<file path="src/hdl/hfd_pkg.sv">
// ----------------------------------------------------------------------------
// hfd_pkg: shared types, constants and the CRC step for the frame decoder
// Holds the frame layout, status codes, inter-module words and the
// reflected CRC-16 byte update.
// ----------------------------------------------------------------------------
package hfd_pkg;

    // frame layout (byte positions, four bits hold 0..8)
    localparam int          POS_W        = 4;
    localparam logic [3:0]  FRAME_LEN    = 4'd8;   // also the idle position
    localparam logic [3:0]  POS_CODE     = 4'd0;
    localparam logic [3:0]  POS_HUM_HI   = 4'd2;
    localparam logic [3:0]  POS_HUM_LO   = 4'd3;
    localparam logic [3:0]  POS_TEMP_HI  = 4'd4;
    localparam logic [3:0]  POS_TEMP_LO  = 4'd5;
    localparam logic [3:0]  CRC_END      = 4'd6;   // first byte not in the CRC
    localparam logic [3:0]  POS_CRC_LO   = 4'd6;
    localparam logic [3:0]  POS_LAST     = 4'd7;

    // CRC and protocol constants
    localparam logic [15:0] CRC_INIT     = 16'hFFFF;
    localparam logic [15:0] CRC_POLY     = 16'hA001;
    localparam logic [7:0]  FUNC_CODE    = 8'h03;

    // result status codes
    typedef enum logic [1:0] {
        ST_OK       = 2'd0,
        ST_BAD_CODE = 2'd1,
        ST_BAD_CRC  = 2'd2
    } t_status;

    // one received word as held in the input register
    typedef struct packed {
        logic [7:0] rx_byte;
        logic       frame_start;
    } t_in_word;

    // one decoded result
    typedef struct packed {
        t_status            status;
        logic signed [15:0] temperature_tenths;
        logic [15:0]        humidity_tenths;
    } t_result;

    // reflected CRC-16, one byte: eight shift/xor steps on 16 bits
    function automatic logic [15:0] crc_add_byte(input logic [15:0] crc_in,
                                                 input logic [7:0]  b);
        logic [15:0] c;
        c = crc_in ^ {8'h00, b};
        for (int k = 0; k < 8; k++) begin
            c = c[0] ? ((c >> 1) ^ CRC_POLY) : (c >> 1);
        end
        return c;
    endfunction

endpackage

</file>
<file path="src/hdl/hfd_in_reg.sv">
// ----------------------------------------------------------------------------
// hfd_in_reg: input register
// Captures one received word; frees itself when the decode stage advances,
// so a new word can be taken in the same cycle.
// ----------------------------------------------------------------------------
module hfd_in_reg (
    input  logic              i_clk,
    input  logic              i_rst_n,
    input  logic              i_valid,
    input  hfd_pkg::t_in_word i_word,
    output logic              o_ready,
    input  logic              i_advance,
    output logic              o_word_valid,
    output hfd_pkg::t_in_word o_word
);
    import hfd_pkg::*;

    logic     r_valid;
    t_in_word r_word;

    // room when empty or when the held word moves on this cycle
    assign o_ready = !r_valid || i_advance;

    // valid flag
    always_ff @(posedge i_clk) begin
        if (!i_rst_n) begin
            r_valid <= 1'b0;
        end else if (o_ready) begin
            r_valid <= i_valid;
        end
    end

    // payload, no reset
    always_ff @(posedge i_clk) begin
        if (i_valid && o_ready) begin
            r_word <= i_word;
        end
    end

    assign o_word_valid = r_valid;
    assign o_word       = r_word;

endmodule

</file>
<file path="src/hdl/hfd_frame.sv">
// ----------------------------------------------------------------------------
// hfd_frame: frame tracker and decoder
// Keeps the byte position, running CRC and captured fields of the current
// frame and forms the result when the last byte arrives.
// ----------------------------------------------------------------------------
module hfd_frame (
    input  logic              i_clk,
    input  logic              i_rst_n,
    input  logic              i_word_valid,
    input  hfd_pkg::t_in_word i_word,
    input  logic              i_advance,
    output logic              o_done,
    output hfd_pkg::t_result  o_result
);
    import hfd_pkg::*;

    logic [POS_W-1:0] r_pos;
    logic [15:0]      r_crc;
    logic             r_code_ok;
    logic [15:0]      r_hum;
    logic [15:0]      r_temp;
    logic [7:0]       r_crc_lo;

    logic [POS_W-1:0] n_pos;
    logic [15:0]      n_crc;
    logic [POS_W-1:0] cur_pos;
    logic [15:0]      cur_crc;
    logic             active;
    logic [15:0]      rx_crc;
    logic [15:0]      mag;
    logic [15:0]      temp_val;

    // a start word restarts at byte 0 with a fresh CRC
    assign cur_pos = i_word.frame_start ? POS_CODE : r_pos;
    assign cur_crc = i_word.frame_start ? CRC_INIT : r_crc;
    assign active  = (cur_pos < FRAME_LEN);

    // next position and CRC
    always_comb begin
        n_pos = cur_pos;
        n_crc = cur_crc;
        if (active) begin
            n_pos = (cur_pos == POS_LAST) ? FRAME_LEN : cur_pos + 1'b1;
            if (cur_pos < CRC_END) begin
                n_crc = crc_add_byte(cur_crc, i_word.rx_byte);
            end
        end
    end

    // control state
    always_ff @(posedge i_clk) begin
        if (!i_rst_n) begin
            r_pos     <= FRAME_LEN;
            r_crc     <= CRC_INIT;
            r_code_ok <= 1'b0;
        end else if (i_advance) begin
            r_pos <= n_pos;
            r_crc <= n_crc;
            if (active && cur_pos == POS_CODE) begin
                r_code_ok <= (i_word.rx_byte == FUNC_CODE);
            end
        end
    end

    // captured frame fields, always written before they are read
    always_ff @(posedge i_clk) begin
        if (i_advance && active) begin
            case (cur_pos)
                POS_HUM_HI:  r_hum[15:8]  <= i_word.rx_byte;
                POS_HUM_LO:  r_hum[7:0]   <= i_word.rx_byte;
                POS_TEMP_HI: r_temp[15:8] <= i_word.rx_byte;
                POS_TEMP_LO: r_temp[7:0]  <= i_word.rx_byte;
                POS_CRC_LO:  r_crc_lo     <= i_word.rx_byte;
                default: ;
            endcase
        end
    end

    // last byte of the frame produces the result
    assign o_done = i_word_valid && active && (cur_pos == POS_LAST);

    // sign and magnitude to two's complement; negative zero gives 0
    assign rx_crc   = {i_word.rx_byte, r_crc_lo};
    assign mag      = {1'b0, r_temp[14:0]};
    assign temp_val = r_temp[15] ? (16'd0 - mag) : mag;

    always_comb begin
        o_result.status             = ST_OK;
        o_result.temperature_tenths = '0;
        o_result.humidity_tenths    = '0;
        if (!r_code_ok) begin
            o_result.status = ST_BAD_CODE;
        end else if (rx_crc != cur_crc) begin
            o_result.status = ST_BAD_CRC;
        end else begin
            o_result.temperature_tenths = temp_val;
            o_result.humidity_tenths    = r_hum;
        end
    end

    // position never goes past idle
    a_pos_range: assert property (@(posedge i_clk) disable iff (!i_rst_n)
        r_pos <= FRAME_LEN)
        else $error("byte position out of range");

    // the last byte leaves the tracker idle
    a_idle_after_last: assert property (@(posedge i_clk) disable iff (!i_rst_n)
        (i_advance && o_done) |=> (r_pos == FRAME_LEN))
        else $error("tracker not idle after last byte");

    // error results carry zero values
    a_err_zero: assert property (@(posedge i_clk) disable iff (!i_rst_n)
        (o_done && o_result.status != ST_OK) |->
        (o_result.temperature_tenths == 16'sd0 && o_result.humidity_tenths == 16'd0))
        else $error("error result with non-zero values");

endmodule

</file>
<file path="src/hdl/humidity_frame_decoder.sv">
// ----------------------------------------------------------------------------
// humidity_frame_decoder: sensor reply frame decoder
// Result path: byte 7 passes the input register, then the result
//          register, which drives o_valid.
// Throughput: one byte per cycle; stalls only while a result waits on i_ready.
// Reset: synchronous, active low; tracker idles until a start word.
// ----------------------------------------------------------------------------
module humidity_frame_decoder (
    input  logic               i_clk,
    input  logic               i_rst_n,
    input  logic               i_valid,
    output logic               o_ready,
    input  logic [7:0]         i_rx_byte,
    input  logic               i_frame_start,
    output logic               o_valid,
    input  logic               i_ready,
    output logic [1:0]         o_status,
    output logic signed [15:0] o_temperature_tenths,
    output logic [15:0]        o_humidity_tenths
);
    import hfd_pkg::*;

    t_in_word in_word;
    t_in_word held_word;
    logic     held_valid;
    logic     done;
    logic     advance;
    logic     out_free;
    t_result  result;

    logic     r_out_valid;
    t_result  r_out;

    assign in_word.rx_byte     = i_rx_byte;
    assign in_word.frame_start = i_frame_start;

    hfd_in_reg u_in_reg (
        .i_clk        (i_clk),
        .i_rst_n      (i_rst_n),
        .i_valid      (i_valid),
        .i_word       (in_word),
        .o_ready      (o_ready),
        .i_advance    (advance),
        .o_word_valid (held_valid),
        .o_word       (held_word)
    );

    hfd_frame u_frame (
        .i_clk        (i_clk),
        .i_rst_n      (i_rst_n),
        .i_word_valid (held_valid),
        .i_word       (held_word),
        .i_advance    (advance),
        .o_done       (done),
        .o_result     (result)
    );

    // held word moves on unless it makes a result with nowhere to put it
    assign out_free = !r_out_valid || i_ready;
    assign advance  = held_valid && (!done || out_free);

    // result register
    always_ff @(posedge i_clk) begin
        if (!i_rst_n) begin
            r_out_valid <= 1'b0;
        end else if (out_free) begin
            r_out_valid <= advance && done;
        end
    end

    always_ff @(posedge i_clk) begin
        if (advance && done) begin
            r_out <= result;
        end
    end

    assign o_valid              = r_out_valid;
    assign o_status             = r_out.status;
    assign o_temperature_tenths = r_out.temperature_tenths;
    assign o_humidity_tenths    = r_out.humidity_tenths;

    // a finished frame shows up in the next cycle
    a_done_to_out: assert property (@(posedge i_clk) disable iff (!i_rst_n)
        (advance && done) |=> o_valid)
        else $error("result lost");

    // a frame never completes into an occupied, stalled result register
    a_no_overwrite: assert property (@(posedge i_clk) disable iff (!i_rst_n)
        (advance && done) |-> out_free)
        else $error("result register overwritten");

    // an empty input register always takes a word
    a_empty_ready: assert property (@(posedge i_clk) disable iff (!i_rst_n)
        !held_valid |-> o_ready)
        else $error("input register empty but not ready");

endmodule

</file>
<file path="config.mk">
export PLATFORM = sky130hd
export DESIGN_NAME = humidity_frame_decoder
export DESIGN_NICKNAME = d
export VERILOG_FILES = /design/src/hdl/hfd_pkg.sv /design/src/hdl/hfd_in_reg.sv /design/src/hdl/hfd_frame.sv /design/src/hdl/humidity_frame_decoder.sv
export SDC_FILE = /design/constraint.sdc
export NUM_CORES = 1
export LEC_CHECK = 0
export ABC_AREA = 1
export BUFFER_PORTS_ARGS = -buffer_cell sky130_fd_sc_hd__buf_2
export CAP_MARGIN = 20
export CORE_MARGIN = 3
export CORE_UTILIZATION = 60
export DETAILED_ROUTE_END_ITERATION = 6
export MAX_ROUTING_LAYER = met4
export PLACE_DENSITY = 0.81
export SYNTH_ARGS = -nofsm -noshare
export SYNTH_HDL_FRONTEND = slang
export SYNTH_SLANG_ARGS = --single-unit
</file>
<file path="constraint.sdc">
create_clock -name i_clk -period 10.2 [get_ports i_clk]
set_input_delay 1.02 -clock i_clk [delete_from_list [all_inputs] [get_ports i_clk]]
set_output_delay 1.02 -clock i_clk [all_outputs]
set_load 0.01 [all_outputs]
</file>
Word level (Yosys, flattened, before mapping)
Cells that the tools add are included.
{"block": "word_totals", "ff_bits": 106, "in_bits": 13, "out_inout_bits": 36, "wordCells": 77}
{"block": "op_classes", "n_addsub": 2, "n_lt_le_gt_ge": 2, "n_eq_ne": 8, "mux": 16, "bitwise": 11, "reduce_logical": 22}
{"op": "2-to-1 mux 16 bit", "count": 11}
{"op": "NOT 2 -> 3 bit", "count": 8}
{"op": "== test 4 x 3 -> 1 bit, second input constant", "count": 4}
{"op": "!= test 16 bit", "count": 1}
{"op": "subtractor 1 x 15 -> 16 bit, first input constant", "count": 1}
{"op": "bitwise XOR 16 x 8 -> 16 bit", "count": 1}
{"op": "2-to-1 mux 15 bit", "count": 1}
{"op": "2-to-1 mux 4 bit", "count": 3}
{"op": "AND reduction 2 bit", "count": 6}
{"op": "== test 4 x 2 -> 1 bit, second input constant", "count": 2}
{"op": "== test 8 x 2 -> 1 bit, second input constant", "count": 1}
{"op": "logical AND 1 bit", "count": 7}
{"op": "adder 4 x 1 -> 4 bit, second input constant", "count": 1}
{"op": "logical NOT 4 bit", "count": 1}
{"op": "less-than comparator 4 x 3 -> 1 bit, second input constant", "count": 1}
{"op": "less-than comparator 4 bit, second input constant", "count": 1}
{"op": "logical NOT 1 bit", "count": 3}
{"op": "logical OR 1 bit", "count": 3}
{"op": "OR reduction 3 bit", "count": 1}
{"op": "2-to-1 mux 2 bit", "count": 1}
{"op": "NOT 1 bit", "count": 2}
{"op": "OR reduction 2 bit", "count": 1}

Depth between registers and ports, before layout
{"block": "depth", "ltp_word": 20, "depth_mapped": 18, "depth_no_buf": 18}

Cells and area by module
A second synthesis with hierarchy kept.
{"block": "hier_totals", "cells_unflattened": 495, "hier_area_um2": 4888.4}
{"mod": "hfd_frame", "n_inst": 1, "cells_each": 433, "area_per_inst_um2": 3480.8}
{"mod": "humidity_frame_decoder", "n_inst": 1, "cells_each": 46, "area_per_inst_um2": 1086.0}
{"mod": "hfd_in_reg", "n_inst": 1, "cells_each": 16, "area_per_inst_um2": 321.6}

Least setup slack after synthesis
No wires, ideal clock.
{"block": "synth_path", "path_kind": "register -> register", "startpoint": "register u_in_reg.r_word, in the netlist u_in_reg.o_word[0]", "endpoint": "register r_out, in the netlist o_humidity_tenths[0] (enable)", "setup_ns": 0.425, "arrival_ns": 2.872, "slack_ns": 6.903, "path_stages_with_launch": 11, "synth_period_minus_slack_ns": 3.297, "path_cell_list": "edfxtp_1 > buf_6 > buf_12 > nor2_1 > ha_1 > nand2_1 > nor2_1 > inv_1 > nor2_1 > inv_1 > nor2_1"}
{"block": "synth_via", "elab_chain_cells": 8, "word_cells_on_any_way": 9, "cone_classes": "order compare: 1; eq/ne: 1; mux: 1; reduce/logical: 6"}
{"item": "start, declared", "line_no": "hfd_in_reg.sv:19", "text": "t_in_word r_word;"}
{"item": "start signal, assigned", "line_no": "hfd_in_reg.sv:36", "text": "r_word <= i_word;"}
{"item": "2-to-1 mux 4 bit *", "line_no": "hfd_frame.sv:34", "text": "assign cur_pos = i_word.frame_start ? POS_CODE : r_pos;"}
{"item": "less-than comparator 4 bit", "line_no": "hfd_frame.sv:36", "text": "assign active = (cur_pos < FRAME_LEN);"}
{"item": "logical AND 1 bit", "line_no": "hfd_frame.sv:80", "text": "assign o_done = i_word_valid && active && (cur_pos == POS_LAST);"}
{"item": "logical AND 1 bit *", "line_no": "hfd_frame.sv:80"}
{"item": "logical NOT 1 bit", "line_no": "humidity_frame_decoder.sv:60", "text": "assign advance = held_valid && (!done || out_free);"}
{"item": "logical OR 1 bit", "line_no": "humidity_frame_decoder.sv:60"}
{"item": "logical AND 1 bit", "line_no": "humidity_frame_decoder.sv:60"}
{"item": "logical AND 1 bit *", "line_no": "humidity_frame_decoder.sv:72", "text": "if (advance && done) begin"}
{"item": "end signal, assigned", "line_no": "humidity_frame_decoder.sv:73", "text": "r_out <= result;"}
{"item": "end, declared", "line_no": "humidity_frame_decoder.sv:32", "text": "t_result r_out;"}
Every way passes the cells marked *; elsewhere a longest branch is shown, timed or not.
A chain may end at the register's enable or synchronous reset.

Worst setup path after layout
{"block": "layout_path", "startpoint": "register u_in_reg.r_word, in the netlist u_in_reg.o_word[0]", "endpoint": "register u_frame.r_temp[15] (enable)"}
{"block": "layout_via", "elab_chain_cells": 9, "word_cells_on_any_way": 11, "cone_classes": "order compare: 1; eq/ne: 2; mux: 1; reduce/logical: 7"}
{"item": "2-to-1 mux 4 bit *", "line_no": "hfd_frame.sv:34"}
{"item": "less-than comparator 4 bit", "line_no": "hfd_frame.sv:36"}
{"item": "logical AND 1 bit (2 in series)", "line_no": "hfd_frame.sv:80"}
{"item": "logical NOT 1 bit", "line_no": "humidity_frame_decoder.sv:60"}
{"item": "logical OR 1 bit", "line_no": "humidity_frame_decoder.sv:60"}
{"item": "logical AND 1 bit", "line_no": "humidity_frame_decoder.sv:60"}
{"item": "logical AND 1 bit", "line_no": "hfd_frame.sv:67", "text": "if (i_advance && active) begin"}
{"item": "AND reduction 2 bit (no source line) *"}
{"item": "end signal, assigned", "line_no": "hfd_frame.sv:71", "text": "POS_TEMP_HI: r_temp[15:8] <= i_word.rx_byte;"}
{"item": "end, declared", "line_no": "hfd_frame.sv:21", "text": "logic [15:0] r_temp;"}
Marks and branches as above.

==> impl_metrics.csv <==
group,metric,value,unit
synth,yosysWarnings,0,
critical_path,critPathMaxFanout,27,
floorplan,dieHeight,96.14,um
sta,min_period,4.450,ns
synth,yosysTopAreaCellShare,51.13,%
detailed_routing,post_drt_wl_per_cell,14.21,um
critical_path,r2r_slack,5.75,ns
layout,layout-drive-gt1-share,18.83,%
detailed_routing,drtIter0Drc,250,
floorplan,dieWidth,96.14,um
critical_path,worstPathCellList,"inv_1, nand2_1, inv_1, ha_1, nand2_1, nor2_1, inv_1, nor2_1, inv_1, nor2_1, nor2_1, inv_2, nor2_1, inv_1, nor2_1",
critical_path,reg2reg_depth,15,
critical_path,crit_required,10.19,ns
synth,yosysTopAreaCell,"edfxtp_1",
synth,ys_seq_area_share,60.57,%
synth,syn_nets,495,
synth,async_flop_share,0,%
detailed_routing,routed_wl,8.993,mm
clock_tree,cts_sinks,106,
synth,synthTopCellsByArea,"edfxtp_1 51%, dfxtp_1 9.4%, nand2_1 6.1%, inv_1 4.8%, xor2_1 4.1%",
detailed_routing,drc,0,
grt,antenna_found_initial,0,
sta,whs,0.4724,ns
status,status,"completed",
power_and_ir_drop,ir_drop,0.09604,mV
layout,multi_input_area,1598,um2
power_and_ir_drop,power_leakage,2.151,nW
sta,hold_viol,0,
clock_tree,cts-resized-gates,0,
synth,synth_area,4875,um2
place,hpwl,6.185,mm
critical_path,crit_path_end_kind,"flop",
power_and_ir_drop,power.density,142.8,nW/um2
clock_tree,cts_buffers,9,
place,gp_congestion,0.9162,
critical_path,cp_common_cell,"nor2_1",
synth,avgSynthCellArea,10.22,um2
sta,finalSetupTns,0,ns
clock_tree,cts_tree,"yes",
synth,synth-seq-cells,106,
layout,nets,544,
critical_path,crit_type,"flop to flop",
sta,setup_violations,0,
floorplan,initial_utilization,62.44,%
synth,synth_cells,477,
sta,fin_crit_sh,43.63,%
floorplan,core,7807,um2
critical_path,cp_top_family,"simple AND/OR/NAND/NOR gates",
critical_path,max_stage_delay,1.05,ns
layout,n_antenna_cell,0,
place,io_buffers,48,
detailed_routing,firstDrtPassIters,5,
critical_path,r2r_end,"u_frame.r_temp[15]",
layout,utilization,68.30,%
power_and_ir_drop,p_int,0.0005783,W
hold_path,hp-class,"flop to flop",
layout,area_growth,9.394,%
grt,track_usage,21.62,%
floorplan,io_pins,49,
synth,ys_types,31,
sta,final-max-slew-violation-count,0,
sta,fmax,0.2247,GHz
layout,fillers,603,
sta,rsz0062_at_grt,"no",
critical_path,arrival,4.44,ns
detailed_routing,antenna_left,0,
clock_tree,cts-root-buf,"clkbuf_8",
grt,grt_start_max_net_pins,35,
power_and_ir_drop,p_seq_share,63.3,%
clock_tree,insertion_delay,0.36,ns
critical_path,regToRegStartpoint,"u_in_reg.o_word[0]",
clock_tree,htree_levels,3,
floorplan,rows,32,
critical_path,cp-start-kind,"flop",
power_and_ir_drop,clock_power_share,29.3,%
grt,gr-total-overflow,0,
layout,layout_commonest_cell,"edfxtp_1",
grt,first_global_vias,3047,
power_and_ir_drop,p_sw,0.0001834,W
clock_tree,hold_buffers,0,
power_and_ir_drop,power_frac_comb,7.4,%
hold_path,hold_end,"u_frame.r_crc[8]",
sta,tightest_slew,1.045,ns
hold_path,hp-start,"u_frame.r_crc[8]",
detailed_routing,via_per_inst,5.313,
floorplan,die_area,9242,um2
layout,layout_common_cells,"83 x edfxtp_1, 79 x nand2_1, 62 x inv_1, 48 x buf_2, 46 x nor2_1",
run,maxCapViolCount,0,
detailed_routing,vias,3363,
critical_path,critPathBufInv,6,
sta,max_slew_margin,30.34,%
clock_tree,cts_setup_buffers,0,
clock_tree,clockBufferDepth,2,
layout,ff_latch_area,2953,um2
hold_path,hold_path_depth,2,
power_and_ir_drop,switching_share,24.07,%
sta,fin_worst_skew,0.01339,ns
clock_tree,clk_pin_slew,0.10,ns
synth,synth_edf_count,83,
grt,grt_pass1_wl,14.57,mm
critical_path,crit_path_top_delay_cell,"edfxtp_1",
synth,yosys_most_used_dff,"edfxtp_1",
-- registers in the layout (all words and copies together), names as in the netlist, 2 cells and up --
name,count
u_frame.r_temp,16
o_humidity_tenths,16
u_frame.r_crc,16
u_frame.r_hum,16
o_status,2
o_temperature_tenths,16
u_in_reg.o_word,9
u_frame.r_crc_lo,8
u_frame.r_pos,4
-- worst register-to-register path: stages (launching register included) --
cell and delay (ns):
edfxtp_1 1.05, inv_1 0.28, nand2_1 0.24, inv_1 0.10, ha_1 0.21, nand2_1 0.09, nor2_1 0.06, inv_1 0.06
nor2_1 0.03, inv_1 0.10, nor2_1 0.08, nor2_1 0.53, inv_2 0.37, nor2_1 0.27, inv_1 0.12, nor2_1 0.52
-- logic make-up (layout without fill, tap and decap cells) --
kind of cell	count (synthesis)	count (layout)	synth area share, %
simple gates	184	184	17.84
xor+xnor	28	28	5.031
flops	106	106	60.57
compound gates	78	78	8.573
fa+ha+maj	5	5	1.283
buf+inv	76	130	6.699
-- cells in the mapped netlist (2+ instances only) --
| cell | n |
|---|---|
| edfxtp_1 | 83 |
| nand2_1 | 79 |
| inv_1 | 62 |
| nor2_1 | 47 |
| a21oi_1 | 40 |
| o21ai_0 | 27 |
| nor2_2 | 24 |
| dfxtp_1 | 23 |
| xor2_1 | 23 |
| nand3_1 | 13 |
| clkbuf_1 | 5 |
| ha_1 | 5 |
| nor2_4 | 5 |
| o211ai_1 | 5 |
| xnor2_1 | 5 |
| nand4_1 | 4 |
| nor3_1 | 4 |
| buf_6 | 3 |
| a221o_1 | 2 |
| buf_2 | 2 |
| inv_2 | 2 |
| nand2_2 | 2 |
| nor4_1 | 2 |
| nor4_4 | 2 |
| o21ai_1 | 2 |
-- worst max-delay path by stage --
stage	endpoint	slack, ns	cells past startpoint	startpoint
after global routing	u_frame.r_temp[15]	5.34	15	u_in_reg.o_word[0]
after global placement	u_frame.r_temp[12]	6.15	15	u_in_reg.o_word[0]
after detailed placement	u_frame.r_temp[13]	5.87	15	u_in_reg.o_word[0]
after floorplan	o_humidity_tenths[0]	6.90	10	u_in_reg.o_word[0]
final	u_frame.r_temp[15]	5.75	15	u_in_reg.o_word[0]
after CTS	u_frame.r_temp[15]	5.81	15	u_in_reg.o_word[0]
-- layer usage --
metal	GRT usage (%)	vias to the layer above	part of all wire, %
met3	3.597	15	6.3
met1	27.41	1553	43
met4	8.649	0	1.2
met5	-	-	0
li1	-	1674	-
met2	34.73	121	50
-- power groups by stage --
stage	Combinational, W	Clock [W]	Sequential (W)
after floorplan	0.0000460	0	0.000486
after global placement	0.0000533	0	0.000491
after detailed placement	0.0000555	0	0.000492
after CTS	0.0000558	0.000228	0.000482
after global routing	0.0000643	0.000247	0.000483
final	0.0000566	0.000223	0.000482
-- stage by stage --
| step | setup WS (ns) | std cells | power (W) | area (um2) |
|---|---|---|---|---|
| 2_1_floorplan | 6.903 | 477 | 0.0005317 | 4875 |
| 3_3_place_gp | 6.154 | 617 | 0.0005443 | 5170 |
| 3_5_place_dp | 5.868 | 617 | 0.0005470 | 5170 |
| 4_1_cts | 5.812 | 633 | 0.0007656 | 5333 |
| 5_1_grt | 5.343 | 633 | 0.0007940 | 5333 |
| 6_report | 5.750 | 633 | 0.0007617 | 5333 |
-- layout make-up --
type / instances / area share (%)
Sequential cell: 106 / 55.37
Clock inverter: 5 / 0.5866
Multi-Input combinational cell: 295 / 29.96
Tap cell: 102 / 2.393
Inverter: 65 / 4.575
Timing Repair Buffer: 49 / 4.646
Clock buffer: 11 / 2.464
No activity file was read; power rests on OpenSTA's default activity.
